**src/design/assert_macros.svh**
```systemverilog
// Assertion macros shared by the color balance RTL.
`ifndef ASSERT_MACROS_SVH
`define ASSERT_MACROS_SVH

// Property checked on every clock edge outside reset.
`define CBAL_ASSERT(lbl, prop, msg) \
	lbl: assert property (@(posedge clk) disable iff (!arst_n) (prop)) else $error(msg);

// Same-cycle implication.
`define CBAL_ASSERT_IMPL(lbl, ante, cons, msg) \
	lbl: assert property (@(posedge clk) disable iff (!arst_n) (ante) |-> (cons)) else $error(msg);

`endif

```
**src/design/cbal_pkg.sv**
```systemverilog
// Types, codes and helpers shared by the color balance block.
package cbal_pkg;

	localparam int FRAME_PIXEL_BITS_DEF = 22;
	localparam int GAIN_FRAC_BITS_DEF   = 16;
	localparam int HIST_BINS            = 256;
	localparam int BIN_BITS             = 8;

	localparam logic [1:0] OP_PASS_A = 2'd0;
	localparam logic [1:0] OP_PASS_B = 2'd1;
	localparam logic [1:0] OP_APPLY  = 2'd2;

	localparam logic [1:0] MODE_WP  = 2'd0;
	localparam logic [1:0] MODE_GW  = 2'd1;
	localparam logic [1:0] MODE_PCT = 2'd2;

	localparam logic REG_MODE = 1'b0;
	localparam logic REG_PCT  = 1'b1;

	localparam logic [13:0] PCT_RESET = 14'd100;
	localparam logic [13:0] PCT_MIN   = 14'd1;
	localparam logic [13:0] PCT_MAX   = 14'd9999;
	localparam logic [13:0] PCT_FULL  = 14'd10000;

	localparam logic [7:0] TGT_WHITE = 8'd255;
	localparam logic [7:0] TGT_GRAY  = 8'd128;
	localparam logic [7:0] CH_MAX    = 8'd255;

	localparam logic [13:0] COEF_B   = 14'd1868;
	localparam logic [13:0] COEF_G   = 14'd9617;
	localparam logic [13:0] COEF_R   = 14'd4899;
	localparam logic [21:0] GRAY_RND = 22'd8192;

	typedef struct packed {
		logic [1:0] opcode;
		logic [7:0] blue_in;
		logic [7:0] green_in;
		logic [7:0] red_in;
		logic       frame_end;
	} pix_in_t;

	typedef struct packed {
		logic [7:0] blue_out;
		logic [7:0] green_out;
		logic [7:0] red_out;
		logic       last_out;
	} pix_out_t;

	typedef enum logic [3:0] {
		ST_IDLE, ST_WAIT, ST_HRD, ST_HADD, ST_HMUL, ST_HCMP,
		ST_GMUL, ST_GADD, ST_GDIV, ST_GSAV
	} state_t;

	typedef enum logic [1:0] {JOB_WP, JOB_GW, JOB_PCT, JOB_WALK} job_t;

	// histogram port commands
	typedef struct packed {
		logic                inc;
		logic                walk;
		logic                clr;
		logic [BIN_BITS-1:0] addr;
	} hist_cmd_t;

	function automatic logic [7:0] gray_of(logic [7:0] b, logic [7:0] g, logic [7:0] r);
		logic [21:0] acc;
		acc = 22'(b) * 22'(COEF_B) + 22'(g) * 22'(COEF_G) + 22'(r) * 22'(COEF_R) + GRAY_RND;
		return acc[21:14];
	endfunction

endpackage

```
**src/design/cbal_div.sv**
```systemverilog
// Restoring divider, one quotient bit per cycle.
module cbal_div import cbal_pkg::*; #(
	parameter int DVW = 48,
	parameter int DSW = 31
) (
	input  logic           clk,
	input  logic           arst_n,
	input  logic           start,
	input  logic [DVW-1:0] dividend,
	input  logic [DSW-1:0] divisor,
	output logic           done,
	output logic [DVW-1:0] quotient
);

	localparam int CNTW = $clog2(DVW + 1);

	logic [DVW-1:0]  q_q;
	logic [DSW-1:0]  rem_q, dsr_q;
	logic [CNTW-1:0] cnt_q;
	logic            busy_q, done_q;
	logic [DSW:0]    trial, diff;
	logic            ge;

	assign trial    = {rem_q, q_q[DVW-1]};
	assign ge       = trial >= {1'b0, dsr_q};
	assign diff     = trial - {1'b0, dsr_q};
	assign done     = done_q;
	assign quotient = q_q;

	always_ff @(posedge clk or negedge arst_n) begin
		if (!arst_n) begin
			busy_q <= 1'b0;
			done_q <= 1'b0;
			cnt_q  <= '0;
		end else begin
			done_q <= 1'b0;
			if (start) begin
				busy_q <= 1'b1;
				cnt_q  <= CNTW'(DVW);
			end else if (busy_q) begin
				cnt_q <= cnt_q - CNTW'(1);
				if (cnt_q == CNTW'(1)) begin
					busy_q <= 1'b0;
					done_q <= 1'b1;
				end
			end
		end
	end

	always_ff @(posedge clk) begin
		if (start) begin
			q_q   <= dividend;
			rem_q <= '0;
			dsr_q <= divisor;
		end else if (busy_q) begin
			q_q   <= {q_q[DVW-2:0], ge};
			rem_q <= ge ? diff[DSW-1:0] : trial[DSW-1:0];
		end
	end

endmodule
```
**config.mk**
```make
export PLATFORM = sky130hd
export DESIGN_NAME = cbal_div
export DESIGN_NICKNAME = d
export VERILOG_FILES = /design/src/design/assert_macros.svh /design/src/design/cbal_pkg.sv /design/src/design/cbal_div.sv
export SDC_FILE = /design/constraint.sdc
export NUM_CORES = 1
export LEC_CHECK = 0
export ABC_CLOCK_PERIOD_IN_PS = 8750
export BUFFER_PORTS_ARGS = -buffer_cell sky130_fd_sc_hd__buf_2
export CAP_MARGIN = 20
export CORE_ASPECT_RATIO = 1.75
export CORE_MARGIN = 1.5
export CORE_UTILIZATION = 46
export CTS_BUF_LIST = sky130_fd_sc_hd__clkbuf_4
export DETAILED_ROUTE_END_ITERATION = 7
export PLACE_DENSITY_LB_ADDON = 0.08
export SKIP_LAST_GASP = 1
export SLEW_MARGIN = 20
export SYNTH_ARGS = -nofsm -noshare
export SYNTH_HDL_FRONTEND = slang
export SYNTH_SLANG_ARGS = --single-unit
```
**constraint.sdc**
```tcl
create_clock -name clk -period 8.75 [get_ports clk]
set_clock_uncertainty 0.15 [all_clocks]
set_input_delay 1.3125 -clock clk [delete_from_list [all_inputs] [get_ports clk]]
set_output_delay 1.3125 -clock clk [all_outputs]
set_load 0.02 [all_outputs]
```
Word-level counts from Yosys, hierarchy flattened. Index checks and enable logic that the tools add are counted.

Add/subtract/negate cells: 2. $lt $le $gt $ge: 1. Equal/unequal tests: 1. Mux-type cells: 11. Reductions and logical operators: 1.

Operators with widths (count): $mux 48 (2); $ge 32x31->1 (1); $mux 31 (1); $sub 31x31->31 (1); $mux 6 (2); $eq 6x1->1 const B (1); $mux 1 (6); $sub 6x1->6 const B (1); $reduce_bool 2->1 (1).

Register bits: 118. Input bits: 82. Output and inout port bits: 49. Word-level logic and storage cells: 22.

Logic depth before layout (Yosys ltp).
Word-level depth: 4. Gate-level depth with buffers: 12. Depth with buffers taken out: 11.

Worst setup path before layout. No wires, ideal clock.

Kind: input-to-reg. Start: input port start. End: register q_q[0], in the netlist quotient[0], enable pin. Library setup time: 402 ps. Arrival time: 2660 ps. Data required time: 8198 ps. Path slack: 5538 ps. Stages on the path: 3. Buffers on the path: 1. Path through: clkbuf_1 nor2_1 inv_1.

Word-level cells in the longest chain between the ends: 1.

Ends and longest elaborated chain: start: declaration (RTL line cbal_div.sv:8) `input logic start,`; $reduce_bool 2->1 (no line); end signal: assignment (RTL line cbal_div.sv:52) `q_q <= dividend;`; end signal: assignment (RTL line cbal_div.sv:56) `q_q <= {q_q[DVW-2:0], ge};`; end: declaration (RTL line cbal_div.sv:17) `logic [DVW-1:0] q_q;`.

No other way between the ends. A chain may end at the register's enable or synchronous reset.

Worst setup path in the final report.
Start: register q_q[47], in the netlist quotient[47]. End: register rem_q[7].

Word-level cells in the longest chain between the ends: 2. Elaborated cells on any way between the ends: 3. Classes of those cells: add/sub: 1; order compare: 1; mux: 1.

Ends and longest elaborated chain: $sub 31x31->31 / $ge 32x31->1 (equally long branches) (RTL line cbal_div.sv:26, cbal_div.sv:25); $mux 31 * (RTL line cbal_div.sv:57) `rem_q <= ge ? diff[DSW-1:0] : trial[DSW-1:0];`; end signal: assignment (RTL line cbal_div.sv:57); end: declaration (RTL line cbal_div.sv:18) `logic [DSW-1:0] rem_q, dsr_q;`.

Every way passes the cells marked *; elsewhere a longest branch is shown, timed or not.

==> key figures <==
Clock network
  • # hold bufs at CTS: 0
  • Worst skew pair latency: 0.52 ns
  • Root Driver: clkbuf_4
  • H-tree lvl count: 4
  • CTS tree: built
  • Post-CTS resize count: 0
  • Post-CTS Setup Bufs: 0
  • CTS clk-pin slew, worst paths: 0.12 ns
  • Number of CTS-inserted buffers: 17
  • CTS sink cnt: 118
  • Clock Tree Buf Depth: 2

Critical path
  • Worst r2r dst: rem_q[7]$_SDFFE_PP0P_
  • Reg2reg path depth: 12
  • Crit path launch type: register
  • Flop2flop setup slack: 5.21 ns
  • Crit-path max FO: 31
  • Reg2reg start: quotient[47]$_DFFE_PP_
  • Worst setup EP type: register
  • CP Launch Point: quotient[47]$_DFFE_PP_
  • Setup CP Type: register to register
  • Worst EP required: 9.03 ns
  • Data arrival time of the worst path: 3.82 ns

STA
  • Worst slew pin tran: 1.01 ns
  • Setup TNS: 0 ns
  • Tcrit/Tclk final: 0.405
  • Tmin final: 3.54 ns
  • Setup ws final: 5.21 ns
  • Final hold violations: 0
  • RSZ-0062 raised after global routing: no
  • Final setup viols: 0
  • Slew Limit Fails: 0
  • Worst slew margin: 0.327
  • Fmax achieved: 0.282 GHz

Min path
  • Hold WC Path Type: register to register
  • Hold Path Sink: rem_q[0]$_SDFFE_PP0P_
  • Hold Path Depth: 2
  • HP Start: rem_q[0]$_SDFFE_PP0P_

Floorplan
  • Io pins: 131
  • # rows: 57
  • Die Y: 160 um
  • Initial Util: 0.468
  • Die ar.: 14800 sq um
  • Die width: 92.7 um
  • Core area: 13800 sq um

Drt
  • Post-Route WL: 14400 um
  • Wirelength per Cell: 15.7 um
  • DR pass1 iterations: 4
  • Detailed Route Iter0 Violations: 215
  • DR vias/cell: 5.45
  • Final ANT Viol Nets: 0
  • Residual DRC: 0
  • Vias: 5016

Synthesis
  • Synth warn: 0
  • Register area share after synthesis: 0.493
  • Syn_nets: 720
  • Syn Inst Count: 604
  • Library cells used by synthesis: 54
  • Cell Area, Synth: 6470 sq um
  • Syn_area_per_cell: 10.7 sq um
  • Post-synth EDFFs: 79
  • Top FF cell, synth: edfxtp_1
  • Async set-or-reset flop fraction in the synthesized netlist: 0.0678
  • #FFs+latches synth: 118

GRT
  • GR Overflow Total: 0
  • Largest net degree at the start of global routing: 65
  • Initial antenna violation count: 1
  • First-pass GRT wire length: 23800 um
  • Vias in the first global route: 5222
  • Tot GR Track Use: 0.202

Layout
  • Area of the multi-input gates: 3020 sq um
  • Share of post-route cells with drive strength above 1: 0.295
  • Layout area overhead: 16.0%
  • Fill cells: 1284
  • Final core occ: 0.543
  • Total Nets Final: 845
  • Register area: 3190 sq um

Pwr
  • Power share of the combinational group: 0.163
  • Pwr dens: 164 nW/um^2
  • Switching Fraction: 0.308
  • Leakage: 3.31 nW
  • VDD IR max: 0.0896 mV
  • Sequential share of power: 0.539
  • P_sw: 0.000380 W
  • Int Pwr: 0.000853 W
  • Clock power share: 0.298

Run status
  • Status: finished clean

Run
  • Max-cap violations: 0

Place
  • Port-buffer cells: 130
  • Worst slack, placed: 5.13 ns
  • GPL Wtd Cong: 0.871
  • Detailed placement HPWL: 10500 um
metrics by stage:
stage / power (W) / std cells / hold WS [ns] / cell area, sq um
after floorplan: 0.000809 / 604 / 0.314 / 6470
after global placement: 0.000875 / 887 / 0.343 / 7250
after detailed placement: 0.000880 / 887 / 0.349 / 7250
after CTS: 0.00125 / 919 / 0.368 / 7500
after global routing: 0.00129 / 920 / 0.390 / 7510
final: 0.00123 / 920 / 0.364 / 7510
cells by family (layout without fill, tap and decap cells):
family,after synthesis,after routing,synth area share
buf+inv,66,204,0.0408
mux,57,57,0.0972
xor+xnor,30,30,0.0406
simple gates,149,149,0.107
other cells,0,1,0
compound gates,150,150,0.155
fa+ha+maj,34,34,0.0669
flops,118,118,0.493
cell usage after synthesis, types with 4 or more instances:
master | number | share of area
dfxtp_1 | 31 | 0.096
and2_1 | 4 | 0.0039
o21ai_0 | 24 | 0.019
a21o_1 | 10 | 0.012
ha_1 | 33 | 0.064
a211o_1 | 4 | 0.0054
nand2b_1 | 8 | 0.0077
dfrtp_1 | 8 | 0.031
nor2_1 | 64 | 0.037
mux2i_1 | 10 | 0.015
nand2_1 | 33 | 0.019
and3_1 | 5 | 0.0048
a211oi_1 | 27 | 0.031
clkbuf_1 | 23 | 0.013
nor3_1 | 7 | 0.0054
mux2_2 | 47 | 0.082
a21oi_1 | 43 | 0.033
xor2_1 | 12 | 0.016
edfxtp_1 | 79 | 0.37
a22oi_1 | 4 | 0.0046
nor2b_1 | 6 | 0.0058
o21a_1 | 4 | 0.0046
a31oi_1 | 7 | 0.0068
xnor2_1 | 18 | 0.024
inv_1 | 39 | 0.023
nand3_1 | 9 | 0.0070
nand4_1 | 4 | 0.0039
layer usage:
layer | routed length, um | part of all wire | track usage
met5 | 0 | 0 | 0
met4 | 522 | 0.036 | 0.101
met3 | 693 | 0.048 | 0.0538
met2 | 7520 | 0.52 | 0.358
met1 | 5690 | 0.39 | 0.217
power groups by stage:
stage / logic [W] / registers, W / clock network, W
after global placement: 0.000198 / 0.000676 / 0
final: 0.000201 / 0.000665 / 0.000368
after detailed placement: 0.000202 / 0.000677 / 0
after CTS: 0.000203 / 0.000666 / 0.000380
after floorplan: 0.000105 / 0.000704 / 0
after global routing: 0.000221 / 0.000672 / 0.000401
worst max-delay path, stage by stage (launching register included):
cell	delay, ns
edfxtp_1	0.44
inv_1	0.08
ha_1	0.18
fa_1	0.25
nor2b_4	0.06
o31a_1	0.30
o21a_1	0.26
a211o_1	0.38
o211ai_4	0.48
buf_4	0.43
nand2_1	0.10
o31a_1	0.11
a211oi_1	0.21
state kept, by name, summed over array words and instances, names as in the netlist:
| signal | count |
|---|---|
| quotient | 48 |
| rem_q | 31 |
| busy_q | 1 |
| cnt_q | 6 |
| done | 1 |
| dsr_q | 31 |
layout by cell type, fill, tap and decap left out, types with 3 or more instances in the layout:
cell        instances
o21ai_0            24
a21oi_1            43
nand2_1            33
dfrtp_1             8
nand3_1             9
dfxtp_1            31
and3_1              5
inv_1              38
a31oi_1             7
mux2i_1            10
a211oi_1           27
buf_2             129
o31ai_1             3
buf_4               4
and2_1              4
nor2_1             64
nor3_1              7
a22oi_1             4
nand4_1             4
clkbuf_4           18
a21boi_0            3
mux2_2             47
nand3b_1            3
a21o_1             10
xnor2_1            18
xor2_1             12
nor2b_1             6
ha_1               33
nand2b_1            8
a211o_1             4
inv_6               6
o21a_1              4
clkinvlp_4          5
edfxtp_1           79
worst max-delay path by stage:
stage                              to  slack, ns
6_report        rem_q[7]$_SDFFE_PP0P_       5.21
5_1_grt         rem_q[7]$_SDFFE_PP0P_       4.95
4_1_cts         rem_q[7]$_SDFFE_PP0P_       5.18
3_5_place_dp   quotient[13]$_DFFE_PP_       5.13
3_3_place_gp   quotient[11]$_DFFE_PP_       5.24
2_1_floorplan   quotient[0]$_DFFE_PP_       5.54
layout make-up:
class / instances / share of cell area
sequential: 118 / 0.425
multi-input combinational: 420 / 0.402
timing repair buffer: 133 / 0.0900
tap: 177 / 0.0295
inverter: 39 / 0.0195
clock buffer: 18 / 0.0180
clock inverter: 14 / 0.0157
antenna: 1 / 0.000333
No activity file was read; power rests on OpenSTA's default activity.
